## config.mk

```make
export PLATFORM = sky130hd
export DESIGN_NAME = ciss_cfg_regs
export DESIGN_NICKNAME = d
export VERILOG_FILES = /design/src/hdl/case_insensitive_substring_search_defines.svh /design/src/hdl/ciss_pkg.sv /design/src/hdl/ciss_cfg_regs.sv
export SDC_FILE = /design/constraint.sdc
export NUM_CORES = 2
export LEC_CHECK = 0
export BUFFER_PORTS_ARGS = -buffer_cell sky130_fd_sc_hd__clkbuf_2
export CAP_MARGIN = 25
export CORE_UTILIZATION = 32
export DETAILED_ROUTE_END_ITERATION = 16
export GPL_ROUTABILITY_DRIVEN = 0
export HOLD_SLACK_MARGIN = 0.08
export PLACE_DENSITY = 0.49
export RECOVER_POWER = 25
export SLEW_MARGIN = 10
export SYNTH_ARGS = -nofsm -noshare
export SYNTH_HDL_FRONTEND = slang
export SYNTH_SLANG_ARGS = --single-unit
```

## constraint.sdc

```tcl
create_clock -name clk_i -period 15.6 [get_ports clk_i]
set_input_delay 0 -clock clk_i [delete_from_list [all_inputs] [get_ports clk_i]]
set_output_delay 0 -clock clk_i [all_outputs]
set_load 0.05 [all_outputs]
```

## src/hdl/case_insensitive_substring_search_defines.svh

```systemverilog
// Assertion macros for the case-insensitive substring search block.
// No dependencies; included by the top level only.
`ifndef CASE_INSENSITIVE_SUBSTRING_SEARCH_DEFINES_SVH
`define CASE_INSENSITIVE_SUBSTRING_SEARCH_DEFINES_SVH

// Same-cycle implication, disabled while reset is asserted.
`define CISS_ASSERT_IMPLIES(label, clk, rst_n, ante, cons) \
  label: assert property (@(posedge clk) disable iff (!rst_n) (ante) |-> (cons)) \
    else $error("ciss: same-cycle check failed");

// Next-cycle implication, disabled while reset is asserted.
`define CISS_ASSERT_NEXT(label, clk, rst_n, ante, cons) \
  label: assert property (@(posedge clk) disable iff (!rst_n) (ante) |=> (cons)) \
    else $error("ciss: next-cycle check failed");

`endif

```

## src/hdl/ciss_pkg.sv

```systemverilog
// Shared constants, types and helpers for the case-insensitive substring search.
// No dependencies; imported by every module of the block.
`default_nettype none

package ciss_pkg;

  localparam int unsigned MAX_PATTERN   = 32;
  localparam int unsigned MAX_REGION    = 65536;

  localparam int unsigned CFG_DATA_W    = 64;
  localparam int unsigned CFG_IDX_W     = 3;
  localparam int unsigned LEN_W         = 6;
  localparam int unsigned POS_W         = 16;
  localparam int unsigned BYTE_W        = 8;

  // Pattern bytes held in the four pattern registers.
  localparam int unsigned WORD_BYTES    = CFG_DATA_W / BYTE_W;
  localparam int unsigned NUM_PAT_WORDS = 4;
  localparam int unsigned PAT_REG_BYTES = NUM_PAT_WORDS * WORD_BYTES;
  localparam int unsigned BYTE_SEL_W    = $clog2(WORD_BYTES);
  localparam int unsigned WORD_SEL_W    = $clog2(NUM_PAT_WORDS);

  localparam int unsigned SEEN_W        = $clog2(MAX_REGION + 1);
  localparam int unsigned WIN_LEN_W     = $clog2(MAX_PATTERN + 1);
  localparam logic [POS_W-1:0] POS_MAX  = {POS_W{1'b1}};

  localparam logic [BYTE_W-1:0] ASCII_LOWER_A = 8'h61;
  localparam logic [BYTE_W-1:0] ASCII_LOWER_Z = 8'h7A;
  localparam logic [BYTE_W-1:0] ASCII_CASE_OFFSET = 8'h20;

  typedef enum logic [CFG_IDX_W-1:0] {
    REG_PAT_0_7      = 3'd0,
    REG_PAT_8_15     = 3'd1,
    REG_PAT_16_23    = 3'd2,
    REG_PAT_24_31    = 3'd3,
    REG_PAT_LEN      = 3'd4,
    REG_SEARCH_START = 3'd5
  } cfg_reg_e;

  // Pattern prepared for the window compare: entry j lines up with window entry j.
  typedef struct packed {
    logic [MAX_PATTERN-1:0][BYTE_W-1:0] pat_aligned;
    logic [MAX_PATTERN-1:0]             pat_mask;
    logic [WIN_LEN_W-1:0]               pat_len;
    logic [POS_W-1:0]                   start;
  } search_cfg_t;

  typedef struct packed {
    logic             found;
    logic [POS_W-1:0] pos;
  } search_res_t;

  function automatic logic [BYTE_W-1:0] fold_case(input logic [BYTE_W-1:0] c);
    logic [BYTE_W-1:0] r;
    r = c;
    if (c >= ASCII_LOWER_A && c <= ASCII_LOWER_Z) begin
      r = c - ASCII_CASE_OFFSET;
    end
    return r;
  endfunction

endpackage

`default_nettype wire

```

## src/hdl/ciss_cfg_regs.sv

```systemverilog
// Configuration registers and the aligned, case-folded pattern derived from them.
// Depends on ciss_pkg.
`default_nettype none

module ciss_cfg_regs import ciss_pkg::*; (
  input  wire logic                  clk_i,
  input  wire logic                  rst_ni,
  input  wire logic                  cfg_we_i,
  input  wire logic [CFG_IDX_W-1:0]  cfg_index_i,
  input  wire logic [CFG_DATA_W-1:0] cfg_data_i,
  output search_cfg_t                cfg_o
);

  logic [NUM_PAT_WORDS-1:0][WORD_BYTES-1:0][BYTE_W-1:0] pat_q;
  logic [LEN_W-1:0]     len_q;
  logic [POS_W-1:0]     start_q;
  logic [WIN_LEN_W-1:0] len_clamped;

  always_ff @(posedge clk_i or negedge rst_ni) begin
    if (!rst_ni) begin
      pat_q   <= '0;
      len_q   <= '0;
      start_q <= '0;
    end else if (cfg_we_i) begin
      case (cfg_reg_e'(cfg_index_i))
        REG_PAT_0_7:      pat_q[0] <= cfg_data_i;
        REG_PAT_8_15:     pat_q[1] <= cfg_data_i;
        REG_PAT_16_23:    pat_q[2] <= cfg_data_i;
        REG_PAT_24_31:    pat_q[3] <= cfg_data_i;
        REG_PAT_LEN:      len_q    <= cfg_data_i[LEN_W-1:0];
        REG_SEARCH_START: start_q  <= cfg_data_i[POS_W-1:0];
        default: ;  // drop writes beyond the register list
      endcase
    end
  end

  // Cap the length at the window depth.
  assign len_clamped = ((LEN_W+1)'(len_q) > (LEN_W+1)'(MAX_PATTERN)) ?
                       WIN_LEN_W'(MAX_PATTERN) : WIN_LEN_W'(len_q);

  // Window entry j holds the byte matched against pattern byte len-1-j.
  always_comb begin
    logic [LEN_W-1:0] idx;
    cfg_o.pat_len = len_clamped;
    cfg_o.start   = start_q;
    for (int unsigned j = 0; j < MAX_PATTERN; j++) begin
      idx = LEN_W'(len_clamped) - LEN_W'(j) - LEN_W'(1);
      cfg_o.pat_mask[j] = WIN_LEN_W'(j) < len_clamped;
      if ((LEN_W+1)'(idx) >= (LEN_W+1)'(PAT_REG_BYTES)) begin
        cfg_o.pat_aligned[j] = '0;
      end else begin
        cfg_o.pat_aligned[j] = fold_case(
          pat_q[idx[BYTE_SEL_W+WORD_SEL_W-1:BYTE_SEL_W]][idx[BYTE_SEL_W-1:0]]);
      end
    end
  end

endmodule

`default_nettype wire

```

==> flow_metrics.tcl <==
set metrics [dict create \
    finalMaxSlewViolations 276 \
    io_pins 380 \
    final_nets 6986 \
    worst_slack_ns 5.939 \
    vias 74900 \
    dpl.cell_count 9913 \
    routed-wl-met2_mm 179.4 \
    crit_path_end_kind "output pin" \
    cap_violations 8 \
    hpwl_mm 280.4 \
    die_height_um 493.7 \
    crit_type "register to output pin" \
    failed_checks "capacitance limit, slew limit" \
    drt_iter0_drc 12210 \
    wl_per_cell_um 43.08 \
    p_leak_nw 34.13 \
    drc 0 \
    finalSetupViolations 0 \
    grt_usage_pct 34.73 \
    skew_ns 0 \
    syn2layout_area_growth_pct 8.837 \
    clock_sinks 278 \
    avgViaCountPerCell 7.414 \
    critPathMaxFanout 73 \
    yosysWarningCount 0 \
    synth-edff-count 0 \
    grt_setup_unrepaired "no" \
    yosysTopAreaCellShare_pct 42.71 \
    total_power_mw 22.47 \
    antenna_found_initial 29 \
    start_kind "register" \
    top_layer "met5" \
    synthTopCellsByArea "mux4_2 (43%), mux2i_1 (21%), dfrtp_1 (9.0%)" \
    wirelength_met1_mm 142.6 \
    relSlewSlack_pct -159.4 \
    synth_commonest_cells "mux2i_1 (1,626), mux4_2 (1,467), nand2_1 (750)" \
    status "complete, but fails checks" \
    io_buffers 379 \
    design.core.area_um2 240500 \
    placed_cell_area_um2 81760 \
    worstMarginPinSlew_ns 3.891 \
    syn-num-nets 7234 \
    grt_pass1_wl_mm 598.5 \
    wl_met3_mm 64.19 \
    clockBufferDepth 3 \
    place_ws_ns 6.845 \
    floorplan.initialDensity_pct 32.16 \
    fmax_ghz 0.1035 \
    cp.arrival_ns 9.66 \
    cts_buffers 41 \
    die_area_um2 243700 \
    powerDensity_nw_per_um2 266.9 \
    fp.dieW_um 493.7 \
    yosysMostFrequentCell "mux2i_1" \
    ys.flop_type "dfrtp_1" \
    cts_resized 0 \
    grt_overflow_total 0 \
    dr.pass1.iters 9 \
    cp_data_required_time_ns 15.60 \
    instances_no_fill 10100 \
    num_rows 180 \
    async_reset_ff_share_pct 100.0 \
    fin_area_um2 84200 \
    holdWs_ns 0.1154 \
    antenna_left 0 \
    seq_area_frac_synth_pct 8.992 \
    finalCritPeriodShare_pct 61.93 \
    grt_max_degree 132 \
    synth.avg_cell_area_um2 10.88 \
    cts-root-buf "clkbuf_16" \
    layout_min_cycle_time_ns 9.661 \
    setup_tns_ns 0 \
    ys_ff_latch 278 \
    ir_drop_uv 198.6 \
    utilization_pct 35.01 \
    hold_viol 0 \
    drive_gt1_share_pct 41.12 \
    clkLatencyLatePin_ns 0.71 \
    grt_pass1_vias 71010 \
    synth.largest_area_cell "mux4_2" \
    h-tree-depth 2 \
    syn_area_um2 77360 \
    ys_types 103 \
    syn-instance-count 7112 \
    routed_wl_mm 435.2 \
    clk_pin_slew_ns 0.06 \
    hold_class "input pin to register" \
    cts_tree "built" \
]
final cells by class:
cell class	instances	area (µm²)
flip-flops and latches	278	6992
diodes	24	60.06
well taps	3185	3985
fillers	23850	156300
clock buffers	53	1182
repair buffers	946	6489
clock inverters	20	247.7
inverters	27	126.4
multi-input cells	5570	65120
state kept, by name, indices dropped and copies added (netlist names):
| name | cells |
|---|---|
| len_q | 6 |
| pat_q | 256 |
| start_q | 16 |
layer usage:
metal  vias up  global-route usage (%)
met5         -                  0.4892
met4        20                   30.42
met3      1722                   14.19
met2      6934                   49.51
met1     38410                   40.07
li1      27810                       -
cells in the final DEF, fill, tap and decap left out, drive strengths merged, types with 21 or more instances in the layout:
cell | Yosys | layout
diode | 0 | 24
nor3 | 45 | 45
xnor2 | 35 | 35
nand3 | 212 | 212
mux4 | 1469 | 1469
and3 | 82 | 82
a211oi | 59 | 59
a311oi | 68 | 68
dlygate4sd3 | 0 | 70
dfrtp | 278 | 278
ha | 52 | 52
a31oi | 87 | 87
o21ai | 97 | 97
mux2 | 297 | 297
buf | 523 | 482
nand2 | 752 | 752
and2 | 39 | 39
o22ai | 41 | 41
inv | 24 | 34
mux2i | 1626 | 1626
nor2 | 254 | 254
nor2b | 21 | 21
a21oi | 101 | 101
clkbuf | 714 | 447
final timing paths:
kind,start,end,slack (ns),cells after the start
setup / recovery,len_q[2],cfg_o[252],5.94,18
hold / removal,cfg_data_i[19],pat_q[19],0.12,4
setup reg to reg,len_q[5],len_q[5],13.60,3
hold reg to reg,pat_q[9],pat_q[9],0.51,1
max in group asynchronous,rst_ni,len_q[5],9.93,6
min in group asynchronous,rst_ni,pat_q[144],2.68,4
cells by family after synthesis:
| group | count (synthesis) | share of synthesized area, % |
|---|---|---|
| muxes | 3392 | 68.14 |
| and+or+nand+nor | 1468 | 8.347 |
| buffers and inverters | 1264 | 7.470 |
| AOI/OAI and AO/OA | 621 | 5.590 |
| DFF | 278 | 8.992 |
| adders and majority gates | 52 | 0.8410 |
| xor gates and xnor gates | 37 | 0.6227 |
critical path: stages, from the launching register on:
cell and delay (ns):
dfrtp_1 0.64, nand2b_4 0.35, inv_2 0.61, buf_4 0.54, ha_1 0.60, inv_1 0.27
o21a_1 0.31, xnor2_4 0.78, buf_4 0.91, buf_4 0.77, mux2i_1 0.26, mux2i_1 0.12
mux4_2 0.52, mux2i_1 0.50, nor2_1 0.14, a2bb2oi_2 0.84, and2_1 0.26, a311oi_1 0.10
clkbuf_2 0.25
repair_timing:
| action | in CTS | in global routing |
|---|---|---|
| hold buffers | 71 | 0 |
| endpoints found under the hold margin | 381 | 0 |
| setup buffers | 0 | 0 |
where the power goes:
part	switching, mW	internal, mW
Sequential	0.243	0.879
Clock	0.448	0.592
Combinational	12.8	7.46
Total	13.5	8.93
(Power assumes the default switching activity.)
