`src/hdl/case_insensitive_substring_search_defines.svh`:
```
// Assertion macros for the case-insensitive substring search block.
// No dependencies; included by the top level only.
`ifndef CASE_INSENSITIVE_SUBSTRING_SEARCH_DEFINES_SVH
`define CASE_INSENSITIVE_SUBSTRING_SEARCH_DEFINES_SVH

// Same-cycle implication, disabled while reset is asserted.
`define CISS_ASSERT_IMPLIES(label, clk, rst_n, ante, cons) \
  label: assert property (@(posedge clk) disable iff (!rst_n) (ante) |-> (cons)) \
    else $error("ciss: same-cycle check failed");

// Next-cycle implication, disabled while reset is asserted.
`define CISS_ASSERT_NEXT(label, clk, rst_n, ante, cons) \
  label: assert property (@(posedge clk) disable iff (!rst_n) (ante) |=> (cons)) \
    else $error("ciss: next-cycle check failed");

`endif

```
`src/hdl/ciss_pkg.sv`:
```
// Shared constants, types and helpers for the case-insensitive substring search.
// No dependencies; imported by every module of the block.
`default_nettype none

package ciss_pkg;

  localparam int unsigned MAX_PATTERN   = 32;
  localparam int unsigned MAX_REGION    = 65536;

  localparam int unsigned CFG_DATA_W    = 64;
  localparam int unsigned CFG_IDX_W     = 3;
  localparam int unsigned LEN_W         = 6;
  localparam int unsigned POS_W         = 16;
  localparam int unsigned BYTE_W        = 8;

  // Pattern bytes held in the four pattern registers.
  localparam int unsigned WORD_BYTES    = CFG_DATA_W / BYTE_W;
  localparam int unsigned NUM_PAT_WORDS = 4;
  localparam int unsigned PAT_REG_BYTES = NUM_PAT_WORDS * WORD_BYTES;
  localparam int unsigned BYTE_SEL_W    = $clog2(WORD_BYTES);
  localparam int unsigned WORD_SEL_W    = $clog2(NUM_PAT_WORDS);

  localparam int unsigned SEEN_W        = $clog2(MAX_REGION + 1);
  localparam int unsigned WIN_LEN_W     = $clog2(MAX_PATTERN + 1);
  localparam logic [POS_W-1:0] POS_MAX  = {POS_W{1'b1}};

  localparam logic [BYTE_W-1:0] ASCII_LOWER_A = 8'h61;
  localparam logic [BYTE_W-1:0] ASCII_LOWER_Z = 8'h7A;
  localparam logic [BYTE_W-1:0] ASCII_CASE_OFFSET = 8'h20;

  typedef enum logic [CFG_IDX_W-1:0] {
    REG_PAT_0_7      = 3'd0,
    REG_PAT_8_15     = 3'd1,
    REG_PAT_16_23    = 3'd2,
    REG_PAT_24_31    = 3'd3,
    REG_PAT_LEN      = 3'd4,
    REG_SEARCH_START = 3'd5
  } cfg_reg_e;

  // Pattern prepared for the window compare: entry j lines up with window entry j.
  typedef struct packed {
    logic [MAX_PATTERN-1:0][BYTE_W-1:0] pat_aligned;
    logic [MAX_PATTERN-1:0]             pat_mask;
    logic [WIN_LEN_W-1:0]               pat_len;
    logic [POS_W-1:0]                   start;
  } search_cfg_t;

  typedef struct packed {
    logic             found;
    logic [POS_W-1:0] pos;
  } search_res_t;

  function automatic logic [BYTE_W-1:0] fold_case(input logic [BYTE_W-1:0] c);
    logic [BYTE_W-1:0] r;
    r = c;
    if (c >= ASCII_LOWER_A && c <= ASCII_LOWER_Z) begin
      r = c - ASCII_CASE_OFFSET;
    end
    return r;
  endfunction

endpackage

`default_nettype wire

```
`src/hdl/ciss_matcher.sv`:
```
// Byte window, region position and one-result-per-region control; compares
// the window against the aligned pattern in one pass. Depends on ciss_pkg.
`default_nettype none

module ciss_matcher import ciss_pkg::*; (
  input  wire logic              clk_i,
  input  wire logic              rst_ni,
  input  wire logic              fire_i,
  input  wire logic [BYTE_W-1:0] data_i,
  input  wire logic              last_i,
  input  search_cfg_t            cfg_i,
  output logic                   emit_o,
  output search_res_t            res_o
);

  logic [MAX_PATTERN-1:0][BYTE_W-1:0] win_q, win_d;
  logic [SEEN_W-1:0] seen_q, seen_d;
  logic              given_q, given_d;

  logic [MAX_PATTERN-1:0] eq;
  logic              win_hit;
  logic [SEEN_W:0]   p_inc, len_ext, start_ext, s;
  logic              in_range, len_zero, hit_empty, hit_long, hit;

  // Window holds folded bytes, entry 0 newest.
  always_comb begin
    win_d[0] = fold_case(data_i);
    for (int unsigned j = 1; j < MAX_PATTERN; j++) begin
      win_d[j] = win_q[j-1];
    end
  end

  always_comb begin
    for (int unsigned j = 0; j < MAX_PATTERN; j++) begin
      eq[j] = !cfg_i.pat_mask[j] || (win_d[j] == cfg_i.pat_aligned[j]);
    end
  end
  assign win_hit = &eq;

  assign p_inc     = (SEEN_W+1)'(seen_q) + (SEEN_W+1)'(1);
  assign len_ext   = (SEEN_W+1)'(cfg_i.pat_len);
  assign start_ext = (SEEN_W+1)'(cfg_i.start);
  assign s         = p_inc - len_ext;
  assign in_range  = (SEEN_W+1)'(seen_q) < (SEEN_W+1)'(MAX_REGION);
  assign len_zero  = (cfg_i.pat_len == '0);

  assign hit_empty = ((SEEN_W+1)'(seen_q) >= start_ext) || (last_i && p_inc == start_ext);
  assign hit_long  = (p_inc >= len_ext) && (s >= start_ext) &&
                     (s <= (SEEN_W+1)'(POS_MAX)) && win_hit;
  assign hit       = !given_q && in_range && (len_zero ? hit_empty : hit_long);

  assign emit_o    = hit || (last_i && !given_q);
  assign res_o.found = hit;
  assign res_o.pos   = !hit ? '0 : (len_zero ? cfg_i.start : s[POS_W-1:0]);

  always_comb begin
    seen_d  = in_range ? SEEN_W'(p_inc) : seen_q;
    given_d = given_q || hit;
    // Start a new region after the last byte.
    if (last_i) begin
      seen_d  = '0;
      given_d = 1'b0;
    end
  end

  always_ff @(posedge clk_i or negedge rst_ni) begin
    if (!rst_ni) begin
      win_q   <= '0;
      seen_q  <= '0;
      given_q <= 1'b0;
    end else if (fire_i) begin
      win_q   <= win_d;
      seen_q  <= seen_d;
      given_q <= given_d;
    end
  end

endmodule

`default_nettype wire

```
`config.mk`:
```
export PLATFORM = sky130hd
export DESIGN_NAME = ciss_matcher
export DESIGN_NICKNAME = d
export VERILOG_FILES = /design/src/hdl/case_insensitive_substring_search_defines.svh /design/src/hdl/ciss_pkg.sv /design/src/hdl/ciss_matcher.sv
export SDC_FILE = /design/constraint.sdc
export NUM_CORES = 1
export LEC_CHECK = 0
export BUFFER_PORTS_ARGS = -buffer_cell sky130_fd_sc_hd__buf_2
export CAP_MARGIN = 40
export CORE_ASPECT_RATIO = 0.7
export CORE_MARGIN = 2
export CORE_UTILIZATION = 50
export CTS_BUF_LIST = sky130_fd_sc_hd__clkbuf_16
export DETAILED_ROUTE_END_ITERATION = 10
export PLACE_DENSITY_LB_ADDON = 0.05
export SETUP_SLACK_MARGIN = 0.05
export SLEW_MARGIN = 20
export SYNTH_ARGS = -nofsm -noshare
export SYNTH_HDL_FRONTEND = slang
export SYNTH_SLANG_ARGS = --single-unit
```
`constraint.sdc`:
```
create_clock -name clk_i -period 5.2 [get_ports clk_i]
set_clock_uncertainty 0.05 [all_clocks]
set_input_delay 0.26 -clock clk_i [delete_from_list [all_inputs] [get_ports clk_i]]
set_output_delay 0.26 -clock clk_i [all_outputs]
set_load 0.02 [all_outputs]
```
==> results.txt <==
Final std cells w/o fill = 2179
Placed cells = 2101
Number of port buffers = 339
Post-synthesis cell count = 1360
Leading cell types by total area after synthesis = sky130_fd_sc_hd__dfrtp_1 (43%), sky130_fd_sc_hd__mux2_2 (18%), sky130_fd_sc_hd__xnor2_1 (15%)
Vias per Instance = 5.428
Largest fanout on the critical path = 6
Post-Synthesis Net Count = 1723
Total Power Consumption = 7.694 mW
Max Slew Vio Count = 0
Max_cap viols = 0
Share of layout cells above drive strength 1 = 0.4188
Area delta synth->final = 25.01%
Number of global-route vias before repair = 11880
Mapped Avg Cell Area = 11.30 um2
Number of enable-type register cells in the synthesized netlist = 0
Area of the placeable core = 30110 um2
Leading post-synthesis cells by instance count = sky130_fd_sc_hd__xnor2_1 (271), sky130_fd_sc_hd__dfrtp_1 (266), sky130_fd_sc_hd__mux2_2 (245), sky130_fd_sc_hd__nand4_1 (80), sky130_fd_sc_hd__nand2_1 (67)
DIE AREA = 32190 um2
Routed length per placed instance = 20.66 um
Post-synthesis register bit count = 266
Final number of hold-violating endpoints = 0
I/O pin count = 340
Num CTS Buffers = 26
Portion of the clock cycle consumed by the worst path in the final layout = 1.044
Start point of the critical path = seen_q[0]
Weighted congestion at the end of routability-driven global placement = 0.9686
Result of the run = finished, violations left
Total standard cell area after synthesis = 15370 um2
Post-synth ARST share = 1.000
CP Class = flip-flop to output pin
CP arrival = 5120 ps
Number of buffers on the longest clock path = 3
Worst slew slack as a fraction of its limit = 0.3265
Endpoint kind of the worst setup timing path = output pin
Post-synthesis sequential area ratio = 0.4330
Clock latency of the later-clocked register in the worst-skew pair = 550 ps
Violations in the final reports = negative setup slack
Number of design rule violations left after detail routing = 0
Remaining antenna violation count = 0
Tightest Pin Transition = 1010 ps
Area fraction of the dominant cell type after synthesis = 0.4330
Critical hold path startpoint = data_i[5]
Type of element launching the critical path = flip-flop
H-tree lvl count = 1
Number of warning messages in the yosys log = 0
Count of routing violations after the opening detailed-route iteration = 722
Minimum clock period after layout = 5430 ps
Hpwl dp = 34950 um
Starting utilization of the core area = 0.5106
Data required, critical path = 4890 ps
First-pass GRT wire length = 67690 um
Detailed-router iteration count before antenna repair = 6
CTS root buffer = sky130_fd_sc_hd__clkbuf_16
Start of the worst register-to-register path = seen_q[0]
Vias after detailed routing = 11830
Maximum number of pins on one net before global-route repair = 197
GRT Total Usage = 0.2785
Number of failing setup endpoints in the final timing report = 18
Final WL = 45010 um
RSZ-0062 raised after global routing = true
Static leakage = 8.482 nW
Overflow after GRT = 0
Dominant cell by count in the synthesized netlist = sky130_fd_sc_hd__xnor2_1
Hold WC Path Type = primary input to flip-flop
Peak ir drop on the vdd network = 262.5 uV
Die Y = 150.7 um
Cell accounting for the most synthesized area = sky130_fd_sc_hd__dfrtp_1
Worst path setup slack after routing = -229.7 ps
Highest achievable clock rate = 0.1842 GHz
Total power per unit cell area = 400.4 nW/um2
Number of distinct library cells after synthesis = 64
Post-synth top flop = sky130_fd_sc_hd__dfrtp_1
Number of core rows = 53
CTS clock-pin slew for the worst setup and hold paths = 70 ps
Fin nets = 2106
Initial antenna violation count = 7
Width of the chip = 213.6 um
CTS tree = done
TritonCTS sink count = 266
cell type report:
class | count | area [um2]
clock inverters | 20 | 146.4
diodes | 5 | 12.51
fillers | 2532 | 10890
inverters | 37 | 138.9
repair buffers | 409 | 2415
flip-flops and latches | 266 | 6658
clock buffers | 27 | 675.6
well taps | 412 | 515.5
multi-input cells | 1003 | 8656
routing by layer:
layer,GRT usage,vias to the layer above,wire (um),part of all wire
li1,-,5612,-,-
met1,0.4210,5819,22090,0.49
met2,0.4036,332,18920,0.42
met3,0.05486,65,2784,0.062
met4,0.07951,0,1218,0.027
met5,0,-,0,0
layout by cell type (no fill, tap or decap), drive strengths merged, types with 14 or more instances in the layout:
cell / instances
a21oi: 32
buf: 400
clkbuf: 28
clkinv: 14
dfrtp: 266
ha: 40
inv: 41
mux2: 245
nand2: 67
nand4: 82
nor2: 37
o21ai: 64
xnor2: 272
xor2: 22
worst max-delay path: stages (launching register included):
cell and delay (ps):
sky130_fd_sc_hd__dfrtp_1 420, sky130_fd_sc_hd__ha_4 180, sky130_fd_sc_hd__xor2_1 160, sky130_fd_sc_hd__ha_1 310, sky130_fd_sc_hd__buf_6 130, sky130_fd_sc_hd__o21a_1 190, sky130_fd_sc_hd__o31ai_4 70, sky130_fd_sc_hd__a21oi_2 90
sky130_fd_sc_hd__nor2_1 100, sky130_fd_sc_hd__buf_4 170, sky130_fd_sc_hd__nand2_2 70, sky130_fd_sc_hd__xnor2_2 140, sky130_fd_sc_hd__ha_1 320, sky130_fd_sc_hd__nand4_1 140, sky130_fd_sc_hd__or3_4 400, sky130_fd_sc_hd__o2111ai_4 90
sky130_fd_sc_hd__a211oi_2 100, sky130_fd_sc_hd__or4_4 530, sky130_fd_sc_hd__a2111oi_4 290, sky130_fd_sc_hd__o21ai_4 160, sky130_fd_sc_hd__buf_12 180, sky130_fd_sc_hd__a211oi_4 160, sky130_fd_sc_hd__buf_6 150
timing repair:
action                                  in CTS  in global routing
resized for setup                           45                 29
endpoints found under the setup margin      18                 18
hold buffers                                 8                  0
buffers inserted                            11                  5
cloned                                       1                  0
endpoints found under the hold margin      114                  0
pin swaps                                   25                 14
path summary, 6_finish.rpt:
kind / endpoint / slack (ps) / depth (start not counted)
worst max-delay path: res_o[0] / -230 / 22
worst min-delay path: win_d[13] / 40 / 3
worst max register to register: given_q / 600 / 22
worst min register to register: win_d[252] / 490 / 1
max in group asynchronous: win_d[191] / 3510 / 3
min in group asynchronous: win_d[10] / 340 / 2
per-stage QoR:
stage / worst slack [ps] / util / instance area (um2) / setup TNS, ps / hold slack, ps
floorplan: 53.80 / - / 15470 / 0 / -85.59
global placement: 97.98 / 0.5920 / 17820 / 0 / 323.1
detailed placement: 77.49 / 0.5923 / 17830 / 0 / 327.1
CTS: -410.6 / 0.6312 / 19000 / -6564 / 19.11
global route: -439.6 / 0.6382 / 19210 / -7114 / 38.42
finish: -229.7 / 0.6383 / 19220 / -3323 / 40.24
registers in the layout (all words and copies together) (netlist names):
| signal | count |
|---|---|
| seen_q | 17 |
| win_d | 248 |
| given_q | 1 |
report_power, final:
part           internal (mW)  total, mW  switching, mW
clock                   1.04       1.84          0.804
combinational           1.38       2.14          0.762
sequential              2.85       3.71          0.856
logic make-up (layout without fill, tap and decap cells):
group	after synthesis	after routing	share of synthesized area
xor+xnor	294	294	0.1680
flops	266	266	0.4330
simple gates	258	258	0.08953
mux	250	250	0.1827
compound gates	160	160	0.06878
buf+inv	91	493	0.02409
fa+ha+maj	41	41	0.03386
other cells	0	5	0
Note: power is estimated with default switching activity, not from simulation.
